[config.mk]
export PLATFORM = sky130hd
export DESIGN_NAME = ipv6_flow_key_extractor
export DESIGN_NICKNAME = d
export VERILOG_FILES = /design/src/hw/rtl/ipv6fk_pkg.sv /design/src/hw/rtl/ipv6_flow_key_extractor.sv
export VERILOG_INCLUDE_DIRS = /design/src /design/src/hw/rtl
export SDC_FILE = /design/constraint.sdc
export NUM_CORES = 2
export LEC_CHECK = 0
export ABC_AREA = 1
export BUFFER_PORTS_ARGS = -buffer_cell sky130_fd_sc_hd__buf_2
export CAP_MARGIN = 25
export CORE_ASPECT_RATIO = 1.75
export CORE_MARGIN = 8
export CORE_UTILIZATION = 55
export DETAILED_ROUTE_END_ITERATION = 8
export HOLD_SLACK_MARGIN = 0.05
export PLACE_DENSITY = 0.8
export SYNTH_ARGS = -nofsm -noshare
export SYNTH_HDL_FRONTEND = slang
export SYNTH_SLANG_ARGS = --single-unit
[constraint.sdc]
create_clock -name i_clk -period 11.2 [get_ports i_clk]
set_clock_uncertainty 0.05 [all_clocks]
set_input_delay 1.68 -clock i_clk [delete_from_list [all_inputs] [get_ports i_clk]]
set_output_delay 1.68 -clock i_clk [all_outputs]
set_load 0.02 [all_outputs]
[src/hw/rtl/ipv6_flow_key_extractor_assert.svh]
// Assertion macros for the IPv6 flow key extractor.
// IPV6FK_ASSERT checks a property on every rising clock edge outside reset.
// IPV6FK_ASSERT_NEXT checks that a condition implies another in the following cycle.
`ifndef IPV6_FLOW_KEY_EXTRACTOR_ASSERT_SVH
`define IPV6_FLOW_KEY_EXTRACTOR_ASSERT_SVH
`ifndef SYNTH
`define IPV6FK_ASSERT(label, clk, rst_n, prop) \
    label: assert property (@(posedge clk) disable iff (!rst_n) (prop)) \
        else $error("ipv6 flow key extractor: assertion failed");
`define IPV6FK_ASSERT_NEXT(label, clk, rst_n, ante, cons) \
    label: assert property (@(posedge clk) disable iff (!rst_n) (ante) |=> (cons)) \
        else $error("ipv6 flow key extractor: assertion failed");
`else
`define IPV6FK_ASSERT(label, clk, rst_n, prop)
`define IPV6FK_ASSERT_NEXT(label, clk, rst_n, ante, cons)
`endif
`endif

[src/hw/rtl/ipv6fk_pkg.sv]
`default_nettype none
package ipv6fk_pkg;

    localparam int OFFSET_BITS = 16;
    localparam int POS_W       = OFFSET_BITS;

    localparam logic [POS_W-1:0] POS_MAX   = '1;
    localparam logic [POS_W-1:0] FIXED_LEN = POS_W'(40);

    // Byte offsets inside the fixed IPv6 header.
    localparam logic [POS_W-1:0] OFS_NEXT_HDR  = POS_W'(6);
    localparam logic [POS_W-1:0] OFS_ADDR_BEG  = POS_W'(8);
    localparam logic [POS_W-1:0] OFS_FIXED_END = POS_W'(39);

    // Bytes of the upper header needed before a field is reported.
    localparam logic [POS_W-1:0] HDR_MIN_BYTES = POS_W'(2);
    localparam logic [POS_W-1:0] PORT_BYTES    = POS_W'(4);
    localparam logic [POS_W-1:0] MOB_BYTES     = POS_W'(3);
    localparam logic [POS_W-1:0] GRE_BYTES     = POS_W'(12);

    localparam logic [7:0] PROTO_HOPOPT   = 8'd0;
    localparam logic [7:0] PROTO_TCP      = 8'd6;
    localparam logic [7:0] PROTO_UDP      = 8'd17;
    localparam logic [7:0] PROTO_DCCP     = 8'd33;
    localparam logic [7:0] PROTO_ROUTING  = 8'd43;
    localparam logic [7:0] PROTO_FRAGMENT = 8'd44;
    localparam logic [7:0] PROTO_GRE      = 8'd47;
    localparam logic [7:0] PROTO_ICMPV6   = 8'd58;
    localparam logic [7:0] PROTO_DSTOPTS  = 8'd60;
    localparam logic [7:0] PROTO_SCTP     = 8'd132;
    localparam logic [7:0] PROTO_MOBILITY = 8'd135;
    localparam logic [7:0] PROTO_UDPLITE  = 8'd136;

    typedef enum logic [2:0] {
        PH_FIXED = 3'b001,
        PH_WALK  = 3'b010,
        PH_STOP  = 3'b100
    } t_phase;

    function automatic logic is_ext(input logic [7:0] p);
        is_ext = (p == PROTO_HOPOPT) || (p == PROTO_ROUTING) ||
                 (p == PROTO_FRAGMENT) || (p == PROTO_DSTOPTS);
    endfunction

endpackage
`default_nettype wire

[src/hw/rtl/ipv6_flow_key_extractor.sv]
`default_nettype none
// IPv6 flow key extractor. Packet bytes enter one per beat on the input channel,
// starting at the fixed IPv6 header; the beat flagged end_of_packet yields one
// flow key on the output channel, and the parser starts over for the next packet.
// A byte is accepted every cycle; the only stall is a last byte that finds the
// result register still full, which holds the input register until the result
// beat is taken. Each byte goes through an input register and one pass of parse
// logic that updates the packet state and, on the last byte, loads the result
// register. mobility_enable (i_cfg_we/i_cfg_wdata) resets to 1; the user must
// write it only while no packet is in progress, which the block does not enforce.
module ipv6_flow_key_extractor (
    input  wire logic        i_clk,
    input  wire logic        i_rst_n,
    input  wire logic        i_cfg_we,
    input  wire logic        i_cfg_wdata,
    input  wire logic        i_in_valid,
    output logic             o_in_ready,
    input  wire logic [7:0]  i_data_byte,
    input  wire logic        i_end_of_packet,
    input  wire logic        i_reverse,
    output logic             o_out_valid,
    input  wire logic        i_out_ready,
    output logic [63:0]      o_src_addr_high,
    output logic [63:0]      o_src_addr_low,
    output logic [63:0]      o_dst_addr_high,
    output logic [63:0]      o_dst_addr_low,
    output logic [7:0]       o_protocol,
    output logic [15:0]      o_src_port,
    output logic [15:0]      o_dst_port,
    output logic [7:0]       o_icmp_type,
    output logic [7:0]       o_icmp_code,
    output logic [31:0]      o_gre_key,
    output logic [7:0]       o_mobility_type
);

    localparam int POS_W = ipv6fk_pkg::POS_W;

    logic r_mob_en;

    logic       r_in_valid;
    logic [7:0] r_in_data;
    logic       r_in_eop;
    logic       r_in_rev;

    logic [POS_W-1:0]   r_pos, s_pos;
    logic [POS_W-1:0]   r_hs, s_hs;
    logic [7:0]         r_np, s_np;
    ipv6fk_pkg::t_phase r_phase, s_phase;
    logic               r_sup, s_sup;
    logic               r_rev, s_rev;
    logic [255:0]       r_addr, s_addr;
    logic [95:0]        r_upper, s_upper;

    logic             w_go;
    logic             w_take;
    logic [4:0]       w_ai;
    logic [POS_W-1:0] w_k;
    logic [6:0]       w_uidx;
    logic [8:0]       w_len;
    logic [POS_W:0]   w_nxt;
    logic [POS_W:0]   w_diff;

    logic [127:0] w_src, w_dst;
    logic [7:0]   w_proto;
    logic [15:0]  w_sport, w_dport;
    logic [7:0]   w_itype, w_icode;
    logic [31:0]  w_gre;
    logic [7:0]   w_mob;

    // A last byte waits while the result register holds an untaken beat.
    assign w_go       = !r_in_eop || !o_out_valid || i_out_ready;
    assign w_take     = r_in_valid && w_go;
    assign o_in_ready = !r_in_valid || w_go;

    always_ff @(posedge i_clk) begin
        if (!i_rst_n) begin
            r_mob_en <= 1'b1;
        end else if (i_cfg_we) begin
            r_mob_en <= i_cfg_wdata;
        end
    end

    always_ff @(posedge i_clk) begin
        if (!i_rst_n) begin
            r_in_valid <= 1'b0;
        end else if (o_in_ready) begin
            r_in_valid <= i_in_valid;
        end
    end

    always_ff @(posedge i_clk) begin
        if (o_in_ready && i_in_valid) begin
            r_in_data <= i_data_byte;
            r_in_eop  <= i_end_of_packet;
            r_in_rev  <= i_reverse;
        end
    end

    // One byte of parsing.
    always_comb begin
        s_pos   = r_pos;
        s_hs    = r_hs;
        s_np    = r_np;
        s_phase = r_phase;
        s_sup   = r_sup;
        s_rev   = r_rev;
        s_addr  = r_addr;
        s_upper = r_upper;
        w_ai    = r_pos[4:0] - 5'd8;
        w_k     = r_pos - r_hs;
        w_uidx  = 7'd95 - {w_k[3:0], 3'b000};
        w_len   = {1'b0, r_in_data} + 9'd1;
        w_nxt   = {1'b0, r_hs} + (POS_W+1)'({w_len, 3'b000});
        if (r_pos != ipv6fk_pkg::POS_MAX) begin
            s_pos = r_pos + POS_W'(1);
            case (r_phase)
                ipv6fk_pkg::PH_FIXED: begin
                    if (r_pos == '0) begin
                        s_rev = r_in_rev;
                    end
                    if (r_pos == ipv6fk_pkg::OFS_NEXT_HDR) begin
                        s_np = r_in_data;
                    end
                    if (r_pos >= ipv6fk_pkg::OFS_ADDR_BEG && r_pos < ipv6fk_pkg::FIXED_LEN) begin
                        s_addr[{~w_ai, 3'b111} -: 8] = r_in_data;
                    end
                    if (r_pos == ipv6fk_pkg::OFS_FIXED_END) begin
                        s_phase = ipv6fk_pkg::PH_WALK;
                        s_hs    = ipv6fk_pkg::FIXED_LEN;
                    end
                end
                ipv6fk_pkg::PH_WALK: begin
                    if (r_pos >= r_hs) begin
                        if (w_k < ipv6fk_pkg::GRE_BYTES) begin
                            s_upper[w_uidx -: 8] = r_in_data;
                        end
                        // Second byte of an extension header holds its length.
                        if (w_k == POS_W'(1) && ipv6fk_pkg::is_ext(r_np)) begin
                            if (r_np == ipv6fk_pkg::PROTO_FRAGMENT) begin
                                s_sup = 1'b1;
                            end
                            if (w_nxt > {1'b0, ipv6fk_pkg::POS_MAX}) begin
                                s_phase = ipv6fk_pkg::PH_STOP;
                            end else begin
                                s_hs = w_nxt[POS_W-1:0];
                                s_np = r_upper[95:88];
                            end
                            s_upper = '0;
                        end
                    end
                end
                default: ;
            endcase
        end
    end

    // Flow key from the state after the last byte.
    always_comb begin
        w_src   = s_rev ? s_addr[127:0] : s_addr[255:128];
        w_dst   = s_rev ? s_addr[255:128] : s_addr[127:0];
        w_diff  = {1'b0, s_pos} - {1'b0, s_hs};
        w_proto = '0;
        w_sport = '0;
        w_dport = '0;
        w_itype = '0;
        w_icode = '0;
        w_gre   = '0;
        w_mob   = '0;
        if (s_phase == ipv6fk_pkg::PH_WALK && !ipv6fk_pkg::is_ext(s_np) && !w_diff[POS_W] &&
            w_diff[POS_W-1:0] >= ipv6fk_pkg::HDR_MIN_BYTES) begin
            w_proto = s_np;
            if (!s_sup) begin
                if (s_np inside {ipv6fk_pkg::PROTO_TCP, ipv6fk_pkg::PROTO_UDP,
                                 ipv6fk_pkg::PROTO_UDPLITE, ipv6fk_pkg::PROTO_SCTP,
                                 ipv6fk_pkg::PROTO_DCCP}) begin
                    if (w_diff[POS_W-1:0] >= ipv6fk_pkg::PORT_BYTES) begin
                        w_sport = s_rev ? s_upper[79:64] : s_upper[95:80];
                        w_dport = s_rev ? s_upper[95:80] : s_upper[79:64];
                    end
                end else if (s_np == ipv6fk_pkg::PROTO_ICMPV6) begin
                    w_itype = s_upper[95:88];
                    w_icode = s_upper[87:80];
                end else if (s_np == ipv6fk_pkg::PROTO_GRE) begin
                    // Flag word: K is bit 13, C (checksum word present) is bit 15.
                    if (w_diff[POS_W-1:0] >= ipv6fk_pkg::GRE_BYTES && s_upper[93]) begin
                        w_gre = s_upper[95] ? s_upper[31:0] : s_upper[63:32];
                    end
                end else if (s_np == ipv6fk_pkg::PROTO_MOBILITY && r_mob_en) begin
                    if (w_diff[POS_W-1:0] >= ipv6fk_pkg::MOB_BYTES) begin
                        w_mob = s_upper[79:72];
                    end
                end
            end
        end
    end

    always_ff @(posedge i_clk) begin
        if (!i_rst_n) begin
            r_pos   <= '0;
            r_hs    <= '0;
            r_np    <= '0;
            r_phase <= ipv6fk_pkg::PH_FIXED;
            r_sup   <= 1'b0;
            r_rev   <= 1'b0;
            r_addr  <= '0;
            r_upper <= '0;
        end else if (w_take) begin
            if (r_in_eop) begin
                r_pos   <= '0;
                r_hs    <= '0;
                r_np    <= '0;
                r_phase <= ipv6fk_pkg::PH_FIXED;
                r_sup   <= 1'b0;
                r_rev   <= 1'b0;
                r_addr  <= '0;
                r_upper <= '0;
            end else begin
                r_pos   <= s_pos;
                r_hs    <= s_hs;
                r_np    <= s_np;
                r_phase <= s_phase;
                r_sup   <= s_sup;
                r_rev   <= s_rev;
                r_addr  <= s_addr;
                r_upper <= s_upper;
            end
        end
    end

    always_ff @(posedge i_clk) begin
        if (!i_rst_n) begin
            o_out_valid <= 1'b0;
        end else if (w_take && r_in_eop) begin
            o_out_valid <= 1'b1;
        end else if (i_out_ready) begin
            o_out_valid <= 1'b0;
        end
    end

    always_ff @(posedge i_clk) begin
        if (w_take && r_in_eop) begin
            o_src_addr_high <= w_src[127:64];
            o_src_addr_low  <= w_src[63:0];
            o_dst_addr_high <= w_dst[127:64];
            o_dst_addr_low  <= w_dst[63:0];
            o_protocol      <= w_proto;
            o_src_port      <= w_sport;
            o_dst_port      <= w_dport;
            o_icmp_type     <= w_itype;
            o_icmp_code     <= w_icode;
            o_gre_key       <= w_gre;
            o_mobility_type <= w_mob;
        end
    end

`include "ipv6_flow_key_extractor_assert.svh"

    `IPV6FK_ASSERT(a_fixed_hs_zero, i_clk, i_rst_n, (r_phase != ipv6fk_pkg::PH_FIXED) || (r_hs == '0))
    `IPV6FK_ASSERT(a_walk_hs_min, i_clk, i_rst_n, (r_phase != ipv6fk_pkg::PH_WALK) || (r_hs >= ipv6fk_pkg::FIXED_LEN))
    `IPV6FK_ASSERT(a_sup_after_fixed, i_clk, i_rst_n, !r_sup || (r_phase != ipv6fk_pkg::PH_FIXED))
    `IPV6FK_ASSERT_NEXT(a_clear_after_eop, i_clk, i_rst_n, w_take && r_in_eop, (r_pos == '0) && (r_phase == ipv6fk_pkg::PH_FIXED) && o_out_valid)
    `IPV6FK_ASSERT_NEXT(a_eop_waits, i_clk, i_rst_n, r_in_valid && r_in_eop && o_out_valid && !i_out_ready, r_in_valid && r_in_eop)

endmodule
`default_nettype wire

# Word-level counts from Yosys, hierarchy flattened
# Cells that the tools add are included.
[op_classes]
n_addsub = 9
multipliers = 0
div_mod_pow = 0
magnitude_cmp = 9
n_eq_ne = 21
shifts = 4
n_mux = 52
n_bitwise = 9
n_reduce_logical = 33
[op_table]
columns = ["op", "n"]
rows = [
  ["$mux 256", 4],
  ["$mux 96", 6],
  ["$shift 8x10->263 const A", 1],
  ["$shiftx 8x10->263", 1],
  ["$bwmux 256", 1],
  ["$mux 128", 2],
  ["$mux 16", 10],
  ["$shift 8x9->103 const A", 1],
  ["$shiftx 8x9->103", 1],
  ["$bwmux 96", 1],
  ["$eq 8x6->1 const B", 9],
  ["$mux 8", 6],
  ["$ge 16x2->1 const B", 2],
  ["$ge 16x4->1 const B", 2],
  ["$mux 32", 1],
  ["$pmux 16 s2", 1],
  ["$eq 8x8->1 const B", 3],
  ["$mux 3", 6],
  ["$add 16x12->17", 1],
  ["$gt 17x16->1 const B", 1],
  ["$sub 16x16->17", 1],
  ["$add 16x1->16 const B", 1],
  ["$eq 16x1->1 const B", 1],
  ["$eq 16x3->1 const B", 1],
  ["other kinds (31)", 73],
]
[totals]
ff_bits = 762
latch_bits = 0
ramBits = 0
mem_bits_ro = 0
inputBits = 16
mem_count = 0

# Depth between registers and ports, before layout
[logic_depth]
depth_word = 19
ltp_mapped = 39
depth_no_buf = 37

# Worst setup path after synthesis
# No wires, ideal clock.
[synth_path]
path_type = "input -> register"
from = "in i_out_ready"
to = "reg o_dst_addr_high[0], enable pin"
setup_time_ns = 0.703
arrival_time_ns = 8.894
required_ns = 10.447
slack_ns = 1.553
stages = 6
path_cell_list = "nor2_1 > nand2_1 > nand2_1 > inv_1 > nand2_1 > inv_1"
[synth_between]
elab_chain_len = 3
[synth_lines]
columns = ["item", "line", "rtl"]
rows = [
  ["start, declared", "ipv6_flow_key_extractor.sv:22", "input wire logic i_out_ready,"],
  ["$logic_or 1x1->1", "ipv6_flow_key_extractor.sv:71", "assign w_go = !r_in_eop || !o_out_valid || i_out_ready;"],
  ["$logic_and 1x1->1", "ipv6_flow_key_extractor.sv:72", "assign w_take = r_in_valid && w_go;"],
  ["$logic_and 1x1->1", "ipv6_flow_key_extractor.sv:241", "if (w_take && r_in_eop) begin"],
  ["end signal, assigned", "ipv6_flow_key_extractor.sv:244", "o_dst_addr_high <= w_dst[127:64];"],
  ["end, declared", "ipv6_flow_key_extractor.sv:25", "output logic [63:0] o_dst_addr_high,"],
]
# No other way between the ends.
# A chain may end at the register's enable or synchronous reset.

# Worst setup path after layout
[layout_path]
from = "reg r_in_data[4]"
to = "reg o_icmp_type[4] (data pin)"
[layout_between]
elab_chain_len = 18
word_cells_on_any_way = 51
cone_classes = "3 x add/sub; 2 x order compare; 10 x eq/ne; 1 x shift; 22 x mux; 2 x bitwise; 11 x reduce/logical"
[layout_lines]
columns = ["item", "line", "rtl"]
rows = [
  ["start, declared", "ipv6_flow_key_extractor.sv:41", "logic [7:0] r_in_data;"],
  ["start signal, assigned", "ipv6_flow_key_extractor.sv:93", "r_in_data <= i_data_byte;"],
  ["parallel branches: the longest is 18 deep, another holds $add 16x12->17", "--", ""],
  ["end signal, assigned", "ipv6_flow_key_extractor.sv:249", "o_icmp_type <= w_itype;"],
  ["end, declared", "ipv6_flow_key_extractor.sv:30", "output logic [7:0] o_icmp_type,"],
]
# Parallel ways; which one is timed is not known.

==> flow_summary.html <==
<table>
<tr><th>Metric</th><th>Value</th></tr>
<tr><th colspan="2">STA</th></tr>
<tr><td>Max-Slew Margin vs Limit</td><td>between 10% and 20%</td></tr>
<tr><td>Crit path setup slack, layout</td><td>around 2800 ps</td></tr>
<tr><td>Endpoints failing setup</td><td>0</td></tr>
<tr><td>Fin. max-slew vios</td><td>0</td></tr>
<tr><td>Measured slew at the worst slew-check pin</td><td>around 1300 ps</td></tr>
<tr><td>Minimum period implied by the final worst setup slack</td><td>8360 ps</td></tr>
<tr><td>Number of endpoints with negative hold slack in the final report</td><td>0</td></tr>
<tr><td>Setup TNS</td><td>0 ps</td></tr>
<tr><td>RSZ-0062 raised after global routing</td><td>false</td></tr>
<tr><td>Fin Hold WS</td><td>roughly 410 ps</td></tr>
<tr><td>F_max</td><td>~120 MHz</td></tr>
<tr><td>Final worst-path cycle share</td><td>74.64%</td></tr>
<tr><th colspan="2">Route</th></tr>
<tr><td>Count of unresolved DRC violations after routing</td><td>0</td></tr>
<tr><td>Routed wl met3</td><td>about 12,000 µm</td></tr>
<tr><td>Overall routed net length</td><td>around 140,000 µm</td></tr>
<tr><td>Mean routed wirelength per cell</td><td>around 22 µm</td></tr>
<tr><td>Via density per instance</td><td>between 5 and 6</td></tr>
<tr><td>Total number of vias</td><td>between 30,000 and 40,000</td></tr>
<tr><td>Met1 Routed Length</td><td>approximately 47,000 µm</td></tr>
<tr><td>Routed length on met2</td><td>between 60,000 and 70,000 µm</td></tr>
<tr><td>Number of iterations in the first detailed-routing pass</td><td>6</td></tr>
<tr><td>Antenna Violating Nets Remaining</td><td>0</td></tr>
<tr><td>Number of DRC violations after detailed-routing iteration 0</td><td>between 4,000 and 5,000</td></tr>
<tr><td>Top sig layer</td><td>met4</td></tr>
<tr><th colspan="2">Die</th></tr>
<tr><td>Die width</td><td>216.5 µm</td></tr>
<tr><td>Starting density of the core</td><td>a little under three fifths</td></tr>
<tr><td>Floorplan row count</td><td>~130</td></tr>
<tr><td>Number of top-level design ports</td><td>370</td></tr>
<tr><td>Height of the die</td><td>between 300 and 400 µm</td></tr>
<tr><td>Die area</td><td>around 80,000 µm²</td></tr>
<tr><td>Standard cell core area</td><td>between 60,000 and 70,000 µm²</td></tr>
<tr><th colspan="2">Finish</th></tr>
<tr><td>Layout cell share with drive strength beyond 1</td><td>~13%</td></tr>
<tr><td>Post-layout util</td><td>62.36%</td></tr>
<tr><td>Area Growth Syn to Fin</td><td>12.24%</td></tr>
<tr><td>FILL cells</td><td>roughly 6,100</td></tr>
<tr><td>Number of non-filler instances in the completed layout</td><td>slightly above 6,000</td></tr>
<tr><td>Design area</td><td>around 43,000 µm²</td></tr>
<tr><td>NumNets Final</td><td>about 5,300</td></tr>
<tr><th colspan="2">Setup path</th></tr>
<tr><td>Number of buffer and inverter stages on the critical path</td><td>6</td></tr>
<tr><td>Cell count along the critical path</td><td>29</td></tr>
<tr><td>Crit path capture</td><td>o_icmp_type[4]$_SDFFCE_PP0P_</td></tr>
<tr><td>Maximum fanout along the worst path</td><td>55</td></tr>
<tr><td>CP delay by family, top</td><td>simple AND/OR/NAND/NOR gates</td></tr>
<tr><td>Worst Setup End Kind</td><td>register</td></tr>
<tr><td>Maximum single-stage delay on the critical path</td><td>~710 ps</td></tr>
<tr><td>Worst Path Arrival</td><td>between 8000 and 9000 ps</td></tr>
<tr><td>Destination of the worst register-to-register timing path</td><td>o_icmp_type[4]$_SDFFCE_PP0P_</td></tr>
<tr><td>Slowest cell on the critical path</td><td>edfxtp_1</td></tr>
<tr><td>Kind of start point of the critical path</td><td>register</td></tr>
<tr><td>Beginning of the worst register-to-register path</td><td>r_in_data[4]$_DFFE_PP_</td></tr>
<tr><td>Library cell appearing most often on the critical path</td><td>inv_1</td></tr>
<tr><td>WS Path Type</td><td>register to register</td></tr>
<tr><td>Worst Setup SP</td><td>r_in_data[4]$_DFFE_PP_</td></tr>
<tr><td>Data required time of the worst path</td><td>11,600 ps</td></tr>
<tr><td>Setup slack of the most critical reg-to-reg path</td><td>2840 ps</td></tr>
<tr><td>Number of cells traversed by the worst register-to-register path</td><td>29</td></tr>
<tr><th colspan="2">Placement</th></tr>
<tr><td>Placed Area</td><td>41,000 µm²</td></tr>
<tr><td>Post-DP HPWL</td><td>about 97,000 µm</td></tr>
<tr><td>IO Port Bufs</td><td>roughly 370</td></tr>
<tr><td>Pre-CTS worst setup slack</td><td>2793 ps</td></tr>
<tr><td>Placed cell count</td><td>~6,100</td></tr>
<tr><td>Global placer's final weighted congestion</td><td>roughly 1.0</td></tr>
<tr><th colspan="2">GRT</th></tr>
<tr><td>Global-route wire length before repair</td><td>around 200,000 µm</td></tr>
<tr><td>Largest net degree at the start of global routing</td><td>around 220</td></tr>
<tr><td>Antenna violations before repair</td><td>3</td></tr>
<tr><td>GR Util All Layers</td><td>between 30% and 40%</td></tr>
<tr><td>Vias in the first global route</td><td>around 35,000</td></tr>
<tr><td>Total congestion overflow</td><td>0</td></tr>
<tr><th colspan="2">Outcome</th></tr>
<tr><td>Status</td><td>completed</td></tr>
<tr><th colspan="2">Synthesis</th></tr>
<tr><td>Cell types occupying the most area after synthesis</td><td>edfxtp_1 (28%), dfxtp_1 (21%), nand2_1 (14%), o21ai_0 (7.2%), a21oi_1 (6.2%)</td></tr>
<tr><td>Proportion of register bits with asynchronous set or reset after synthesis</td><td>0%</td></tr>
<tr><td>Synthesized netlist net count</td><td>5,099</td></tr>
<tr><td>EDFF count, synth</td><td>362</td></tr>
<tr><td>Synth area leader</td><td>edfxtp_1</td></tr>
<tr><td>Number of warnings reported in the yosys synthesis log</td><td>0</td></tr>
<tr><td>Per-instance average area after synthesis</td><td>around 7.7 µm²</td></tr>
<tr><td>Mapped cell area</td><td>38,710 µm²</td></tr>
<tr><td>List of most frequent post-synthesis cells</td><td>nand2_1 (1,424), o21ai_0 (559), inv_1 (484), a21oi_1 (481), dfxtp_1 (400)</td></tr>
<tr><td>Most repeated cell in the gate-level netlist after synthesis</td><td>nand2_1</td></tr>
<tr><td>Total of flip-flops plus latches after synthesis</td><td>around 760</td></tr>
<tr><td>Primary flip-flop cell chosen by synthesis mapping</td><td>dfxtp_1</td></tr>
<tr><td>Seq/Total Area, Yosys</td><td>a little under 50%</td></tr>
<tr><td>Synth top area share</td><td>around 28%</td></tr>
<tr><td>Unique masters post-synth</td><td>about 60</td></tr>
<tr><td>Post-synthesis cell count</td><td>roughly 5,000</td></tr>
<tr><th colspan="2">Job</th></tr>
<tr><td>Number of max-cap violations</td><td>0</td></tr>
<tr><th colspan="2">Clock tree</th></tr>
<tr><td>CTS root buf</td><td>clkbuf_16</td></tr>
<tr><td>Clock network latency to the later pin of the worst-skew pair</td><td>between 600 and 700 ps</td></tr>
<tr><td>Maximum root-to-sink buffer count</td><td>3</td></tr>
<tr><td>TritonCTS clock tree</td><td>done</td></tr>
<tr><td>Hold buffer count at cts</td><td>0</td></tr>
<tr><td>Sinks on Clock Net</td><td>~760</td></tr>
<tr><td>Maximum level of the CTS H-tree</td><td>3</td></tr>
<tr><td>Setup Fix Bufs, Post-CTS</td><td>0</td></tr>
<tr><td>CTS Buf Count</td><td>between 70 and 80</td></tr>
<tr><td>Clock edge transition at the registers on the reported setup and hold paths</td><td>70 ps</td></tr>
<tr><td>CTS resizes</td><td>0</td></tr>
<tr><th colspan="2">Power</th></tr>
<tr><td>Worst voltage drop across the vdd grid</td><td>about 0.17 mV</td></tr>
<tr><td>Static Leak</td><td>about 17 nW</td></tr>
<tr><td>Overall Power</td><td>between 5 and 6 mW</td></tr>
<tr><td>Pwr/cell area</td><td>between 100 and 150 nW/µm²</td></tr>
<tr><th colspan="2">Min path</th></tr>
<tr><td>Class of the tightest hold or removal check</td><td>register to register</td></tr>
</table>
final cells by class:
| class | instances | area [µm²] | area share [%] |
|---|---|---|---|
| sequential | 762 | 18880 | 43.46 |
| multi-input combinational | 3481 | 16850 | 38.79 |
| timing repair buffer | 415 | 2313 | 5.325 |
| inverter | 503 | 1908 | 4.392 |
| clock buffer | 85 | 1881 | 4.329 |
| tap | 910 | 1139 | 2.621 |
| clock inverter | 47 | 469.2 | 1.080 |
| antenna | 1 | 2.502 | 0.005760 |
cell usage in the layout (no fill, tap or decap), types with 72 or more instances in the layout:
cell	count
a21oi_1	481
buf_2	369
clkbuf_16	72
dfxtp_1	399
edfxtp_1	362
inv_1	481
nand2_1	1423
nand3_1	118
nor2_1	339
nor3_1	126
o21ai_0	559
sequential cells by signal, indices dropped and copies added, names as in the netlist, 3 cells and up:
signal and cells:
r_addr 256, r_upper 96, o_dst_addr_high 64, o_dst_addr_low 64, o_src_addr_high 64, o_src_addr_low 64, o_gre_key 32, o_dst_port 16
o_src_port 16, r_hs 16, r_pos 16, o_icmp_code 8, o_icmp_type 8, o_mobility_type 8, o_protocol 8, r_in_data 8
r_np 8, r_phase 3
worst min path at each step:
stage	start	to	slack (ps)	depth (start not counted)
finish	r_addr[158]$_SDFFE_PN0P_	r_addr[158]$_SDFFE_PN0P_	410	2
global route	r_addr[158]$_SDFFE_PN0P_	r_addr[158]$_SDFFE_PN0P_	420	2
CTS	r_addr[17]$_SDFFE_PN0P_	r_addr[17]$_SDFFE_PN0P_	410	2
floorplan	r_addr[136]$_SDFFE_PN0P_	r_addr[136]$_SDFFE_PN0P_	390	2
detailed placement	r_addr[83]$_SDFFE_PN0P_	r_addr[83]$_SDFFE_PN0P_	400	2
global placement	r_addr[71]$_SDFFE_PN0P_	r_addr[71]$_SDFFE_PN0P_	400	2
cells by family (layout without fill, tap and decap cells):
family / count (synthesis) / count (layout) / share of synthesized area (%)
XOR/XNOR: 29 / 29 / 0.6562
flip-flops: 762 / 762 / 48.77
other: 0 / 1 / 0
AND/OR/NAND/NOR: 2143 / 2143 / 22.93
AO/OA/AOI/OAI: 1204 / 1204 / 16.59
adder cells (fa/ha/maj): 54 / 54 / 1.804
buffers and inverters: 786 / 1050 / 7.816
multiplexers: 51 / 51 / 1.435
layer usage:
metal	up-vias	GRT usage (%)
met5	-	0
met4	0	26.99
met3	527	6.734
met2	2097	55.70
met1	16850	36.23
li1	17050	-
worst min-delay path, delay by kind of cell (launching register included):
kind             cells  cell delay, ps
AND/OR/NAND/NOR      1              50
AO/OA/AOI/OAI        1              60
flip-flops           1             300
report_power, final:
part           switching, mW  leakage, nW  total [mW]  internal [mW]
registers             0.0164         6.94        2.94           2.93
logic                  0.336         8.51       0.410         0.0738
clock network           1.13         1.14        2.49           1.36
total                   1.48         16.6        5.84           4.36
(Power assumes the default switching activity.)
